<file path="config.mk">
export PLATFORM = sky130hd
export DESIGN_NAME = terminal_line_editor_unit
export DESIGN_NICKNAME = d
export VERILOG_FILES = /design/src/rtl/tle_pkg.sv /design/src/rtl/tle_datapath.sv /design/src/rtl/tle_ctrl.sv /design/src/rtl/terminal_line_editor_unit.sv
export SDC_FILE = /design/constraint.sdc
export NUM_CORES = 1
export LEC_CHECK = 0
export BUFFER_PORTS_ARGS = -buffer_cell sky130_fd_sc_hd__clkbuf_2
export CAP_MARGIN = 10
export CORE_MARGIN = 2
export CORE_UTILIZATION = 50
export DETAILED_ROUTE_END_ITERATION = 16
export PLACE_DENSITY = 0.66
export SYNTH_ARGS = -nofsm -noshare
export SYNTH_HDL_FRONTEND = slang
export SYNTH_SLANG_ARGS = --single-unit
</file>
<file path="constraint.sdc">
create_clock -name clock -period 10.3 [get_ports clock]
set_input_delay 2.06 -clock clock [delete_from_list [all_inputs] [get_ports clock]]
set_output_delay 2.06 -clock clock [all_outputs]
set_load 0.01 [all_outputs]
</file>
<file path="src/rtl/tle_pkg.sv">
// Shared types and constants for the terminal line editor.
package tle_pkg;

   localparam int LEN_W = 5;

   localparam logic [7:0] KEY_NL    = 8'd10;
   localparam logic [7:0] KEY_ESC   = 8'd27;
   localparam logic [7:0] KEY_BS    = 8'd127;
   localparam logic [7:0] KEY_LBR   = 8'h5B;
   localparam logic [7:0] KEY_LEFT  = 8'h44;
   localparam logic [7:0] KEY_RIGHT = 8'h43;
   localparam logic [7:0] ECHO_BACK = 8'd8;
   localparam logic [7:0] ECHO_SP   = 8'h20;

   localparam logic [1:0] KIND_ECHO = 2'd0;
   localparam logic [1:0] KIND_LINE = 2'd1;
   localparam logic [1:0] KIND_DONE = 2'd2;

   localparam logic [1:0] PH_NORMAL = 2'd0;
   localparam logic [1:0] PH_ESC    = 2'd1;
   localparam logic [1:0] PH_CSI    = 2'd2;

   typedef enum logic [4:0] {
      S_IDLE,
      S_DECODE,
      S_LEFT,
      S_RC_ESC,
      S_RC_BR,
      S_RC_C,
      S_NL_ECHO,
      S_DLV_CHK,
      S_DLV_EMIT,
      S_DONE,
      S_INS_CHK,
      S_INS_WR,
      S_INS_KEY,
      S_TAIL_CHK,
      S_TAIL_EMIT,
      S_BACK_CHK,
      S_BS_E1,
      S_BS_E2,
      S_BS_E3,
      S_BS_CHK,
      S_BS_WR,
      S_BS_SP,
      S_BS_BK
   } st_type;

   typedef enum logic [2:0] {
      IDX_HOLD,
      IDX_INC,
      IDX_DEC,
      IDX_ZERO,
      IDX_LEN,
      IDX_CUR,
      IDX_CUR_P1,
      IDX_CUR_M1
   } idx_op_type;

   typedef enum logic [1:0] {
      LEN_HOLD,
      LEN_INC,
      LEN_DEC,
      LEN_ZERO
   } len_op_type;

   typedef enum logic [2:0] {
      CUR_HOLD,
      CUR_INC,
      CUR_DEC,
      CUR_ZERO,
      CUR_LEN_P1
   } cur_op_type;

   typedef enum logic [1:0] {
      ADR_IDX,
      ADR_IDX_M1,
      ADR_IDX_P1,
      ADR_LEN
   } adr_sel_type;

   typedef enum logic [1:0] {
      SRC_CONST,
      SRC_KEY,
      SRC_RDATA
   } src_type;

   typedef struct packed {
      logic        key_load;
      idx_op_type  idx_op;
      len_op_type  len_op;
      cur_op_type  cur_op;
      logic        phase_wr;
      logic [1:0]  phase_val;
      logic        rd_en;
      adr_sel_type rd_sel;
      logic        wr_en;
      adr_sel_type wr_sel;
      src_type     wr_src;
      logic        emit_en;
      src_type     emit_src;
      logic [7:0]  emit_byte;
      logic [1:0]  emit_kind;
      logic        emit_last;
   } ctl_cmd_type;

   typedef struct packed {
      logic [7:0]       key;
      logic [LEN_W-1:0] len;
      logic [LEN_W-1:0] cur;
      logic [LEN_W-1:0] idx;
      logic             mode;
      logic [1:0]       phase;
      logic             out_free;
   } ctl_stat_type;

endpackage

</file>
<file path="src/rtl/tle_datapath.sv">
// Line editor datapath: line store, length, cursor, escape phase and output register.
module tle_datapath import tle_pkg::*; #(
   parameter int LINE_LEN = 16
) (
   input  logic         clock,
   input  logic         reset,
   input  logic [7:0]   req_key_byte,
   input  logic         csr_valid,
   input  logic         csr_ready,
   input  logic         csr_edit_mode,
   input  logic         rsp_ready,
   output logic         rsp_valid,
   output logic [7:0]   rsp_out_byte,
   output logic [1:0]   rsp_out_kind,
   output logic         rsp_last_of_run,
   input  ctl_cmd_type  cmd,
   output ctl_stat_type stat
);

   localparam int AW = (LINE_LEN > 1) ? $clog2(LINE_LEN) : 1;

   logic [7:0]       mem [LINE_LEN];
   logic [7:0]       rdata_ff;
   logic [7:0]       key_ff;
   logic             mode_ff;
   logic [1:0]       phase_ff, phase_in;
   logic [LEN_W-1:0] len_ff, len_in;
   logic [LEN_W-1:0] cur_ff, cur_in;
   logic [LEN_W-1:0] idx_ff, idx_in;
   logic             rsp_valid_ff, rsp_valid_in;
   logic [7:0]       rsp_byte_ff;
   logic [1:0]       rsp_kind_ff;
   logic             rsp_last_ff;
   logic [LEN_W-1:0] rd_full, wr_full;
   logic [AW-1:0]    rd_addr, wr_addr;
   logic [7:0]       wr_data, emit_data;

   always_comb begin
      unique case (cmd.rd_sel)
         ADR_IDX:    rd_full = idx_ff;
         ADR_IDX_M1: rd_full = idx_ff - LEN_W'(1);
         ADR_IDX_P1: rd_full = idx_ff + LEN_W'(1);
         ADR_LEN:    rd_full = len_ff;
         default:    rd_full = idx_ff;
      endcase
      unique case (cmd.wr_sel)
         ADR_IDX:    wr_full = idx_ff;
         ADR_IDX_M1: wr_full = idx_ff - LEN_W'(1);
         ADR_IDX_P1: wr_full = idx_ff + LEN_W'(1);
         ADR_LEN:    wr_full = len_ff;
         default:    wr_full = idx_ff;
      endcase
      rd_addr = rd_full[AW-1:0];
      wr_addr = wr_full[AW-1:0];
      wr_data = (cmd.wr_src == SRC_KEY) ? key_ff : rdata_ff;
      unique case (cmd.emit_src)
         SRC_KEY:   emit_data = key_ff;
         SRC_RDATA: emit_data = rdata_ff;
         default:   emit_data = cmd.emit_byte;
      endcase
   end

   always_ff @(posedge clock) begin
      if (cmd.wr_en) begin
         mem[wr_addr] <= wr_data;
      end
      if (cmd.rd_en) begin
         rdata_ff <= mem[rd_addr];
      end
   end

   always_comb begin
      unique case (cmd.idx_op)
         IDX_INC:    idx_in = idx_ff + LEN_W'(1);
         IDX_DEC:    idx_in = idx_ff - LEN_W'(1);
         IDX_ZERO:   idx_in = '0;
         IDX_LEN:    idx_in = len_ff;
         IDX_CUR:    idx_in = cur_ff;
         IDX_CUR_P1: idx_in = cur_ff + LEN_W'(1);
         IDX_CUR_M1: idx_in = cur_ff - LEN_W'(1);
         default:    idx_in = idx_ff;
      endcase
      unique case (cmd.len_op)
         LEN_INC:  len_in = len_ff + LEN_W'(1);
         LEN_DEC:  len_in = len_ff - LEN_W'(1);
         LEN_ZERO: len_in = '0;
         default:  len_in = len_ff;
      endcase
      unique case (cmd.cur_op)
         CUR_INC:    cur_in = cur_ff + LEN_W'(1);
         CUR_DEC:    cur_in = cur_ff - LEN_W'(1);
         CUR_ZERO:   cur_in = '0;
         CUR_LEN_P1: cur_in = len_ff + LEN_W'(1);
         default:    cur_in = cur_ff;
      endcase
      phase_in = cmd.phase_wr ? cmd.phase_val : phase_ff;
      if (cmd.emit_en) begin
         rsp_valid_in = 1'b1;
      end else if (rsp_ready) begin
         rsp_valid_in = 1'b0;
      end else begin
         rsp_valid_in = rsp_valid_ff;
      end
   end

   always_ff @(posedge clock) begin
      if (reset) begin
         mode_ff      <= 1'b0;
         phase_ff     <= PH_NORMAL;
         len_ff       <= '0;
         cur_ff       <= '0;
         rsp_valid_ff <= 1'b0;
      end else begin
         if (csr_valid && csr_ready) begin
            mode_ff <= csr_edit_mode;
         end
         phase_ff     <= phase_in;
         len_ff       <= len_in;
         cur_ff       <= cur_in;
         rsp_valid_ff <= rsp_valid_in;
      end
   end

   always_ff @(posedge clock) begin
      idx_ff <= idx_in;
      if (cmd.key_load) begin
         key_ff <= req_key_byte;
      end
      if (cmd.emit_en) begin
         rsp_byte_ff <= emit_data;
         rsp_kind_ff <= cmd.emit_kind;
         rsp_last_ff <= cmd.emit_last;
      end
   end

   assign rsp_valid       = rsp_valid_ff;
   assign rsp_out_byte    = rsp_byte_ff;
   assign rsp_out_kind    = rsp_kind_ff;
   assign rsp_last_of_run = rsp_last_ff;

   assign stat.key      = key_ff;
   assign stat.len      = len_ff;
   assign stat.cur      = cur_ff;
   assign stat.idx      = idx_ff;
   assign stat.mode     = mode_ff;
   assign stat.phase    = phase_ff;
   assign stat.out_free = !rsp_valid_ff || rsp_ready;

endmodule

</file>
<file path="src/rtl/tle_ctrl.sv">
// Line editor controller: decodes each key and sequences store shifts and echo output.
module tle_ctrl import tle_pkg::*; #(
   parameter int LINE_LEN = 16
) (
   input  logic         clock,
   input  logic         reset,
   input  logic         req_valid,
   output logic         req_ready,
   input  ctl_stat_type stat,
   output ctl_cmd_type  cmd
);

   st_type state_ff, state_in;
   logic   flow_bs_ff, flow_bs_in;
   logic   full, is_nl, is_bs, is_esc, fr;
   logic   idx_lt_len;

   assign full       = (stat.len == LEN_W'(LINE_LEN));
   assign is_nl      = (stat.key == KEY_NL);
   assign is_bs      = (stat.key == KEY_BS);
   assign is_esc     = (stat.key == KEY_ESC);
   assign fr         = stat.out_free;
   assign idx_lt_len = (stat.idx < stat.len);
   assign req_ready  = (state_ff == S_IDLE);

   always_comb begin
      state_in = state_ff;
      unique case (state_ff)
         S_IDLE: begin
            if (req_valid) state_in = S_DECODE;
         end
         S_DECODE: begin
            if (!stat.mode) begin
               state_in = is_nl ? S_DLV_CHK : S_IDLE;
            end else if (stat.phase == PH_ESC) begin
               state_in = S_IDLE;
            end else if (stat.phase == PH_CSI) begin
               if (stat.key == KEY_LEFT && stat.cur != '0) begin
                  state_in = S_LEFT;
               end else if (stat.key == KEY_RIGHT && stat.cur < stat.len) begin
                  state_in = S_RC_ESC;
               end else begin
                  state_in = S_IDLE;
               end
            end else if (is_nl) begin
               state_in = S_NL_ECHO;
            end else if (is_bs) begin
               state_in = (stat.cur != '0) ? S_BS_E1 : S_IDLE;
            end else if (is_esc || full) begin
               state_in = S_IDLE;
            end else begin
               state_in = S_INS_CHK;
            end
         end
         S_LEFT:      if (fr) state_in = S_IDLE;
         S_RC_ESC:    if (fr) state_in = S_RC_BR;
         S_RC_BR:     if (fr) state_in = S_RC_C;
         S_RC_C:      if (fr) state_in = S_IDLE;
         S_NL_ECHO:   if (fr) state_in = S_DLV_CHK;
         S_DLV_CHK:   state_in = idx_lt_len ? S_DLV_EMIT : S_DONE;
         S_DLV_EMIT:  if (fr) state_in = S_DLV_CHK;
         S_DONE:      if (fr) state_in = S_IDLE;
         S_INS_CHK:   state_in = (stat.idx == stat.cur) ? S_INS_KEY : S_INS_WR;
         S_INS_WR:    state_in = S_INS_CHK;
         S_INS_KEY:   if (fr) state_in = S_TAIL_CHK;
         S_TAIL_CHK: begin
            if (idx_lt_len) begin
               state_in = S_TAIL_EMIT;
            end else begin
               state_in = flow_bs_ff ? S_BS_SP : S_BACK_CHK;
            end
         end
         S_TAIL_EMIT: if (fr) state_in = S_TAIL_CHK;
         S_BACK_CHK:  if (!idx_lt_len) state_in = S_IDLE;
         S_BS_E1:     if (fr) state_in = S_BS_E2;
         S_BS_E2:     if (fr) state_in = S_BS_E3;
         S_BS_E3:     if (fr) state_in = S_BS_CHK;
         S_BS_CHK: begin
            state_in = ((stat.idx + LEN_W'(1)) < stat.len) ? S_BS_WR : S_TAIL_CHK;
         end
         S_BS_WR:     state_in = S_BS_CHK;
         S_BS_SP:     if (fr) state_in = S_BS_BK;
         S_BS_BK:     if (fr) state_in = S_BACK_CHK;
         default:     state_in = S_IDLE;
      endcase
   end

   always_comb begin
      cmd        = '0;
      flow_bs_in = flow_bs_ff;
      unique case (state_ff)
         S_IDLE: begin
            cmd.key_load = req_valid;
         end
         S_DECODE: begin
            cmd.phase_wr  = 1'b1;
            cmd.phase_val = PH_NORMAL;
            if (!stat.mode) begin
               if (is_nl) begin
                  cmd.idx_op = IDX_ZERO;
               end else if (!full) begin
                  cmd.wr_en  = 1'b1;
                  cmd.wr_sel = ADR_LEN;
                  cmd.wr_src = SRC_KEY;
                  cmd.len_op = LEN_INC;
                  cmd.cur_op = CUR_LEN_P1;
               end
            end else if (stat.phase == PH_ESC) begin
               cmd.phase_val = (stat.key == KEY_LBR) ? PH_CSI : PH_NORMAL;
            end else if (stat.phase != PH_CSI) begin
               if (is_esc) begin
                  cmd.phase_val = PH_ESC;
               end else if (is_bs) begin
                  flow_bs_in = 1'b1;
               end else if (!is_nl) begin
                  cmd.idx_op = IDX_LEN;
                  flow_bs_in = 1'b0;
               end
            end
         end
         S_LEFT: begin
            cmd.emit_en   = fr;
            cmd.emit_byte = ECHO_BACK;
            cmd.emit_last = 1'b1;
            if (fr) cmd.cur_op = CUR_DEC;
         end
         S_RC_ESC: begin
            cmd.emit_en   = fr;
            cmd.emit_byte = KEY_ESC;
         end
         S_RC_BR: begin
            cmd.emit_en   = fr;
            cmd.emit_byte = KEY_LBR;
         end
         S_RC_C: begin
            cmd.emit_en   = fr;
            cmd.emit_byte = KEY_RIGHT;
            cmd.emit_last = 1'b1;
            if (fr) cmd.cur_op = CUR_INC;
         end
         S_NL_ECHO: begin
            cmd.emit_en   = fr;
            cmd.emit_byte = KEY_NL;
            cmd.idx_op    = IDX_ZERO;
         end
         S_DLV_CHK: begin
            cmd.rd_en  = idx_lt_len;
            cmd.rd_sel = ADR_IDX;
         end
         S_DLV_EMIT: begin
            cmd.emit_en   = fr;
            cmd.emit_src  = SRC_RDATA;
            cmd.emit_kind = KIND_LINE;
            if (fr) cmd.idx_op = IDX_INC;
         end
         S_DONE: begin
            cmd.emit_en   = fr;
            cmd.emit_byte = 8'd0;
            cmd.emit_kind = KIND_DONE;
            cmd.emit_last = 1'b1;
            if (fr) begin
               cmd.len_op = LEN_ZERO;
               cmd.cur_op = CUR_ZERO;
            end
         end
         S_INS_CHK: begin
            if (stat.idx == stat.cur) begin
               cmd.wr_en  = 1'b1;
               cmd.wr_sel = ADR_IDX;
               cmd.wr_src = SRC_KEY;
               cmd.len_op = LEN_INC;
            end else begin
               cmd.rd_en  = 1'b1;
               cmd.rd_sel = ADR_IDX_M1;
            end
         end
         S_INS_WR: begin
            cmd.wr_en  = 1'b1;
            cmd.wr_sel = ADR_IDX;
            cmd.wr_src = SRC_RDATA;
            cmd.idx_op = IDX_DEC;
         end
         S_INS_KEY: begin
            cmd.emit_en   = fr;
            cmd.emit_src  = SRC_KEY;
            cmd.emit_last = (stat.len == (stat.cur + LEN_W'(1)));
            if (fr) begin
               cmd.idx_op = IDX_CUR_P1;
               cmd.cur_op = CUR_INC;
            end
         end
         S_TAIL_CHK: begin
            if (idx_lt_len) begin
               cmd.rd_en  = 1'b1;
               cmd.rd_sel = ADR_IDX;
            end else begin
               cmd.idx_op = IDX_CUR;
            end
         end
         S_TAIL_EMIT: begin
            cmd.emit_en  = fr;
            cmd.emit_src = SRC_RDATA;
            if (fr) cmd.idx_op = IDX_INC;
         end
         S_BACK_CHK: begin
            if (idx_lt_len) begin
               cmd.emit_en   = fr;
               cmd.emit_byte = ECHO_BACK;
               cmd.emit_last = ((stat.idx + LEN_W'(1)) == stat.len);
               if (fr) cmd.idx_op = IDX_INC;
            end
         end
         S_BS_E1, S_BS_E3: begin
            cmd.emit_en   = fr;
            cmd.emit_byte = ECHO_BACK;
            if (state_ff == S_BS_E3) cmd.idx_op = IDX_CUR_M1;
         end
         S_BS_E2, S_BS_SP: begin
            cmd.emit_en   = fr;
            cmd.emit_byte = ECHO_SP;
         end
         S_BS_CHK: begin
            if ((stat.idx + LEN_W'(1)) < stat.len) begin
               cmd.rd_en  = 1'b1;
               cmd.rd_sel = ADR_IDX_P1;
            end else begin
               cmd.len_op = LEN_DEC;
               cmd.cur_op = CUR_DEC;
               cmd.idx_op = IDX_CUR_M1;
            end
         end
         S_BS_WR: begin
            cmd.wr_en  = 1'b1;
            cmd.wr_sel = ADR_IDX;
            cmd.wr_src = SRC_RDATA;
            cmd.idx_op = IDX_INC;
         end
         S_BS_BK: begin
            cmd.emit_en   = fr;
            cmd.emit_byte = ECHO_BACK;
            cmd.emit_last = (stat.len == stat.cur);
            cmd.idx_op    = IDX_CUR;
         end
         default: begin
            cmd = '0;
         end
      endcase
   end

   always_ff @(posedge clock) begin
      if (reset) begin
         state_ff   <= S_IDLE;
         flow_bs_ff <= 1'b0;
      end else begin
         state_ff   <= state_in;
         flow_bs_ff <= flow_bs_in;
      end
   end

endmodule

</file>
<file path="src/rtl/terminal_line_editor_unit.sv">
// Terminal line editor: one keyboard byte in, echo and delivered line bytes out.
// Keys are taken one at a time; req_ready is high only while no key is in work.
// A key passes an accept state and a decode state, then emits its results one by one;
// each stored byte shifted or tail byte redrawn takes a registered store read, then a
// write or emit, and each loop ends with one closing check. How long a key is in work
// is set by the line store, read and written in separate states, and the serial echo.
// Results leave through one output register, so a stalled rsp_ready stalls the key
// in work. csr_edit_mode is always ready and is meant to be written while idle.
module terminal_line_editor_unit import tle_pkg::*; #(
   parameter int LINE_LEN = 16
) (
   input  logic       clock,
   input  logic       reset,
   input  logic       req_valid,
   output logic       req_ready,
   input  logic [7:0] req_key_byte,
   output logic       rsp_valid,
   input  logic       rsp_ready,
   output logic [7:0] rsp_out_byte,
   output logic [1:0] rsp_out_kind,
   output logic       rsp_last_of_run,
   input  logic       csr_valid,
   output logic       csr_ready,
   input  logic       csr_edit_mode
);

   ctl_cmd_type  cmd;
   ctl_stat_type stat;

   assign csr_ready = 1'b1;

   tle_ctrl #(.LINE_LEN(LINE_LEN)) u_ctrl (
      .clock     (clock),
      .reset     (reset),
      .req_valid (req_valid),
      .req_ready (req_ready),
      .stat      (stat),
      .cmd       (cmd)
   );

   tle_datapath #(.LINE_LEN(LINE_LEN)) u_dp (
      .clock           (clock),
      .reset           (reset),
      .req_key_byte    (req_key_byte),
      .csr_valid       (csr_valid),
      .csr_ready       (csr_ready),
      .csr_edit_mode   (csr_edit_mode),
      .rsp_ready       (rsp_ready),
      .rsp_valid       (rsp_valid),
      .rsp_out_byte    (rsp_out_byte),
      .rsp_out_kind    (rsp_out_kind),
      .rsp_last_of_run (rsp_last_of_run),
      .cmd             (cmd),
      .stat            (stat)
   );

   a_cur_in_line: assert property (@(posedge clock) disable iff (reset)
      stat.cur <= stat.len)
      else $error("cursor beyond line length");

   a_len_bound: assert property (@(posedge clock) disable iff (reset)
      stat.len <= LEN_W'(LINE_LEN))
      else $error("line length beyond store size");

   a_done_last: assert property (@(posedge clock) disable iff (reset)
      rsp_valid && rsp_out_kind == KIND_DONE |-> rsp_last_of_run)
      else $error("done marker not flagged as last item");

   a_one_key: assert property (@(posedge clock) disable iff (reset)
      req_valid && req_ready |=> !req_ready)
      else $error("new key taken while one is in work");

endmodule

</file>
# After elaboration in Yosys (flattened, before gate mapping)
# Memory sizes are Yosys's and may differ from the RTL's. A register that Yosys moved wholly into a read port is not among the register bits.
# Index checks and enable logic that the tools add are counted.
# totals
ff_bits	44
ramBits	128
inputBits	14
output_inout_bits	14
wordCells	208
memories	1
# classes
n_addsub	6
magnitude_cmp	3
eq_ne	72
n_mux	87
n_bitwise	2
n_reduce_logical	25
# mem_list
memory	depth	width	rd	rd_ports_with_merged_regs	write_ports	line	text
u_dp.mem	16	8	1	1	1	tle_datapath.sv:22	logic [7:0] mem [LINE_LEN];
# ops
op	n
$mux 5	27
$pmux 5 s19	1
$pmux 8 s7	1
$mux 3	15
$eq 5x4->1 const B	8
$eq 5x5->1 const B	8
$pmux 5 s7	1
$pmux 3 s11	1
$eq 8x7->1 const B	4
$pmux 4 s4	2
$pmux 5 s3	2
$eq 5x3->1 const B	4
$eq 5x5->1	4
$mux 4	5
$ne 2x1->1 const B	10
$pmux 5 s4	1
$eq 2x2->1 const B	8
$mux 8	2
$pmux 8 s2	1
$add 5x1->5 const B	3
$eq 3x3->1 const B	5
$lt 5x5->1	3
$pmux 3 s5	1
$sub 5x1->5 const B	3
other kinds (32)	75

# Depth between registers and ports, before layout
# depth
ltp_word	10
ltp_mapped	14

# By module
# A second synthesis with hierarchy kept.
# unflattened
cells_unflattened	907
hier_area_um2	10234.8
# modules_own_cells
mod	n_inst	cells_each	area_each_um2	seq_area_each_um2
tle_datapath	1	622	8285.4	5084.9
tle_ctrl	1	283	1938.1	120.1
terminal_line_editor_unit	1	2	11.3	0.0

# Least setup slack after synthesis
# Ideal clock, no wire load.
# synth_timing
path_type	input port to flip-flop
start	input port rsp_ready
end	register u_dp.idx_ff[4] (data pin)
setup_ps	260
arrival_ps	3339
slack_ps	6701
path_stages	4
n_path_buf	0
cell_sequence	nand2b_1 a2111oi_1 o31ai_1 mux2_2
# synth_between
elab_chain_cells	6
word_cells_on_any_way	13
classes_between	eq/ne: 7; mux: 5; reduce/logical: 1
# synth_lines
item	line	text
from (decl)	terminal_line_editor_unit.sv:18	input logic rsp_ready,
$logic_or 1x1->1 (*)	tle_datapath.sv:147	assign stat.out_free = !rsp_valid_ff || rsp_ready;
$mux 1	tle_ctrl.sv:154, tle_ctrl.sv:203, tle_ctrl.sv:210	
$mux 1	tle_ctrl.sv:206	if (idx_lt_len) begin
$pmux 3 s11 (*)	tle_ctrl.sv:91	unique case (state_ff)
$eq 3x3->1, or another cell as far along	tle_datapath.sv:73	unique case (cmd.idx_op)
$pmux 5 s7 (*)	tle_datapath.sv:73	
named net u_dp.idx_in[4]	tle_datapath.sv:29	logic [LEN_W-1:0] idx_ff, idx_in;
to (signal assigned)	tle_datapath.sv:125	idx_ff <= idx_in;
to (decl)	tle_datapath.sv:29	
# The timed path passes the listed nets; every way through them passes the cells marked *.
# A chain may end at the register's enable or synchronous reset.

# Final worst setup path
# layout_timing
start	register u_dp.idx_ff[0]
end	register u_dp.rdata_ff[3] (read register of u_dp.mem) (data pin)
# layout_between
elab_chain_cells	6
word_cells_on_any_way	14
classes_between	add/sub: 2; order compare: 2; eq/ne: 4; mux: 5; reduce/logical: 1
# layout_lines
item	line	text
$add 5x1->5	tle_datapath.sv:42	ADR_IDX_P1: rd_full = idx_ff + LEN_W'(1);
$lt 5x5->1	tle_ctrl.sv:223	if ((stat.idx + LEN_W'(1)) < stat.len) begin
$mux 3	tle_ctrl.sv:223	
$pmux 3 s4	tle_ctrl.sv:91	
$eq 2x2->1, or another cell as far along	tle_datapath.sv:39	unique case (cmd.rd_sel)
$pmux 4 s4	tle_datapath.sv:39	
to (decl)	tle_datapath.sv:23	logic [7:0] rdata_ff;
# Parallel ways exist; a longest one is shown, timed or not.

==> flow_metrics.tcl <==
set metrics [dict create \
    outcome "finished, final reports clean" \
    synth-compound-area-share 0.189 \
    cts_hold_buffers 0 \
    dr.first_iter.drc_count 1005 \
    start_util 0.514 \
    routabilityCongestion 0.944 \
    syn_to_final_growth_pct 9.18 \
    synth-seq-cells 180 \
    totalWireLength_um 26300 \
    fmax_mhz 210 \
    synth_cell_types 79 \
    cp-start-kind "flop" \
    synthSimpleGateAreaFrac 0.161 \
    die_area_um2 20600 \
    final_cell_area_um2 10600 \
    overflow 0 \
    synthCells 897 \
    crit_type "flop to flop" \
    synth_seq_area_share 0.536 \
    dpl_worst_slack_ns 5.60 \
    antenna_left 0 \
    fin_ws_ns 5.54 \
    p_leak_nw 3.78 \
    fin_crit_sh 0.462 \
    fin_crit_ns 4.76 \
    via_count 7482 \
    tritoncts "built" \
    synth.avg_cell_area_um2 10.8 \
    grt_usage 0.261 \
    hold_violations 0 \
    regArea_um2 5200 \
    die_h_um 143 \
    clockRootBuffer "clkbuf_16" \
    fin_util 0.562 \
    clockBufferDepth 2 \
    grt_pass1_wl_um 40400 \
    endpoint_kind "flop" \
    synth_mux_area_frac 0.0126 \
    crit_path_top_delay_cell "and2_1" \
    cts.repair.resized 0 \
    num_rows 50 \
    p_sw_frac 0.440 \
    die_w_um 143 \
    hp-class "flop to flop" \
    worstPathMaxFanout 50 \
    slew_violations 0 \
    core_area_um2 18900 \
    synthAdderAreaFrac 0.0309 \
    io_pins 28 \
    final_common_cell "edfxtp_1" \
    synth_xor_area_frac 0.0304 \
    grt_max_degree 57 \
    via_per_inst 6.45 \
    cts_max_level 4 \
    worstPathRequired_ns 10.51 \
    hpwl_um 17700 \
    maxCapViolCount 0 \
    p_seq_frac 0.320 \
    antenna_found_initial 0 \
    synth-main-ff-cell "edfxtp_1" \
    wire_per_inst_um 22.7 \
    cts_buffers 17 \
    worst_pin_slew_ns 1.14 \
    timing.slew.headroom 0.235 \
    clkSlewWorstSetupHoldPaths_ns 0.08 \
    grt_pass1_vias 6918 \
    drc 0 \
    worstPathCellList "inv_1 -> ha_1 -> ha_1 -> nor2b_1 -> o31ai_4 -> nand2b_4 -> a221oi_4 -> buf_4 -> and2_1 -> nand2_1 -> a32o_1 -> a2111oi_1" \
    fillers 1590 \
    multiInputGateArea_um2 4140 \
    synth_edf_count 160 \
    p_int_mw 1.85 \
    arrival_ns 4.97 \
    cts_sinks 180 \
    clock_power_share 0.209 \
    yosysWarnings 0 \
    synthArstFlopShare 0 \
    finalNetCount 925 \
    cpMostUsedCell "ha_1" \
    synth_top_family_by_area "compound AO/OA/AOI/OAI gates" \
    pwr-share-comb 0.471 \
    dpl-instance-area_um2 9970 \
    port_buffers 26 \
    worst_clock_skew_ns 0.0127 \
    setup_tns_ns 0 \
    p_per_area_nw_per_um2 310 \
    rsz0062_at_grt "no" \
    syn_nets 935 \
    finalSetupViolCount 0 \
    p_sw_mw 1.45 \
    clk_latency_ns 0.44 \
    slowest_delay_ns 0.81 \
    p_total_mw 3.29 \
    peakVddDrop_uv 148 \
    drive_gt1_frac 0.111 \
    syn-cell-area_um2 9720 \
    postCtsSetupBuffers 0 \
    antenna_cells 0 \
    drt-pass1-iter-count 5 \
    final_cell_mix "160 x edfxtp_1, 71 x nand2_1, 65 x a21oi_1, 61 x nor2_1, 44 x and3_1" \
]
==> metrics by stage <==
| step | hold WS [ns] | instances |
|---|---|---|
| 2_1_floorplan | 0.446 | 897 |
| 4_1_cts | 0.506 | 1160 |
| 3_3_place_gp | 0.483 | 1128 |
| 6_report | 0.508 | 1160 |
| 5_1_grt | 0.565 | 1160 |
| 3_5_place_dp | 0.494 | 1128 |
==> cell usage after synthesis (5+ instances only) <==
library cell | count | share of area
a2111oi_1 | 7 | 0.0072
a211o_1 | 39 | 0.035
a211oi_1 | 17 | 0.013
a21oi_1 | 65 | 0.033
a221oi_1 | 11 | 0.0099
a22oi_1 | 5 | 0.0039
a31oi_1 | 10 | 0.0064
a32o_1 | 7 | 0.0072
and3_1 | 44 | 0.028
buf_1 | 6 | 0.0023
buf_2 | 11 | 0.0057
clkbuf_1 | 41 | 0.016
dfxtp_1 | 20 | 0.041
edfxtp_1 | 160 | 0.49
ha_1 | 24 | 0.031
inv_1 | 27 | 0.010
mux2_2 | 10 | 0.012
nand2_1 | 72 | 0.028
nand2b_1 | 6 | 0.0039
nand3_1 | 33 | 0.017
nand4_1 | 6 | 0.0039
nor2_1 | 61 | 0.024
nor2b_1 | 13 | 0.0084
nor3_1 | 32 | 0.016
o211ai_1 | 7 | 0.0054
o21a_1 | 10 | 0.0077
o21ai_0 | 24 | 0.012
o22ai_1 | 6 | 0.0039
o311ai_0 | 6 | 0.0054
xnor2_1 | 18 | 0.016
xor2_1 | 12 | 0.011
==> layer usage <==
layer  wire (µm)  GRT usage  vias to the layer above
li1            -          -                     3430
met1       11800      0.386                     3627
met2       11500      0.382                      370
met3        2350     0.0546                       55
met4         591     0.0908                        0
met5           0          0                        -
==> logic make-up (layout without fill, tap and decap cells) <==
family	count (synthesis)	count (layout)
compound gates	252	252
xor+xnor	32	32
fa+ha+maj	24	24
buf+inv	92	95
flops	180	180
mux	11	11
other cells	1	1
simple gates	305	305
==> registers in the layout (all words and copies together) (netlist names) <==
signal and cells:
u_dp.rdata_ff 8, u_dp.key_ff 8, u_dp.rsp_valid 1, u_dp.len_ff 5
u_dp.phase_ff 2, u_dp.mode_ff 1, u_dp.cur_ff 5, u_dp.rsp_out_kind 2
u_dp.rsp_out_byte 8, u_ctrl.state_ff 5, u_dp.rsp_last_of_run 1, u_dp.mem 128
u_dp.idx_ff 5, u_ctrl.flow_bs_ff 1
==> critical path: cells and delay by family, from the launching register on <==
kind                       cells  cell delay (ns)
and+or+nand+nor                4             1.19
DFF                            1             0.63
AOI/OAI and AO/OA              4             1.37
adders and majority gates      2             0.73
buffers and inverters          2             0.59
==> final cells by class <==
class                      instances  share of cell area
sequential                       180               0.491
multi-input combinational        625               0.390
inverter                          28             0.00991
clock inverter                    15              0.0199
tap                              260              0.0307
clock buffer                      17              0.0401
timing repair buffer              35              0.0186
==> final timing paths <==
check,depth (start not counted),slack (ns),startpoint,to
hold / removal,2,0.51,u_ctrl.flow_bs_ff,u_ctrl.flow_bs_ff
setup / recovery,12,5.54,u_dp.idx_ff[0],u_dp.rdata_ff[3]
setup reg to reg,12,5.54,u_dp.idx_ff[0],u_dp.rdata_ff[3]
hold reg to reg,2,0.51,u_ctrl.flow_bs_ff,u_ctrl.flow_bs_ff
==> power groups by stage <==
stage	logic [mW]	clock network [mW]	registers [mW]
final	1.55	0.689	1.05
after global routing	1.70	0.716	1.07
after CTS	1.53	0.694	1.05
after detailed placement	1.52	0	1.07
after global placement	1.51	0	1.06
after floorplan	1.17	0	1.03
Power figures use the tool's default switching activity.
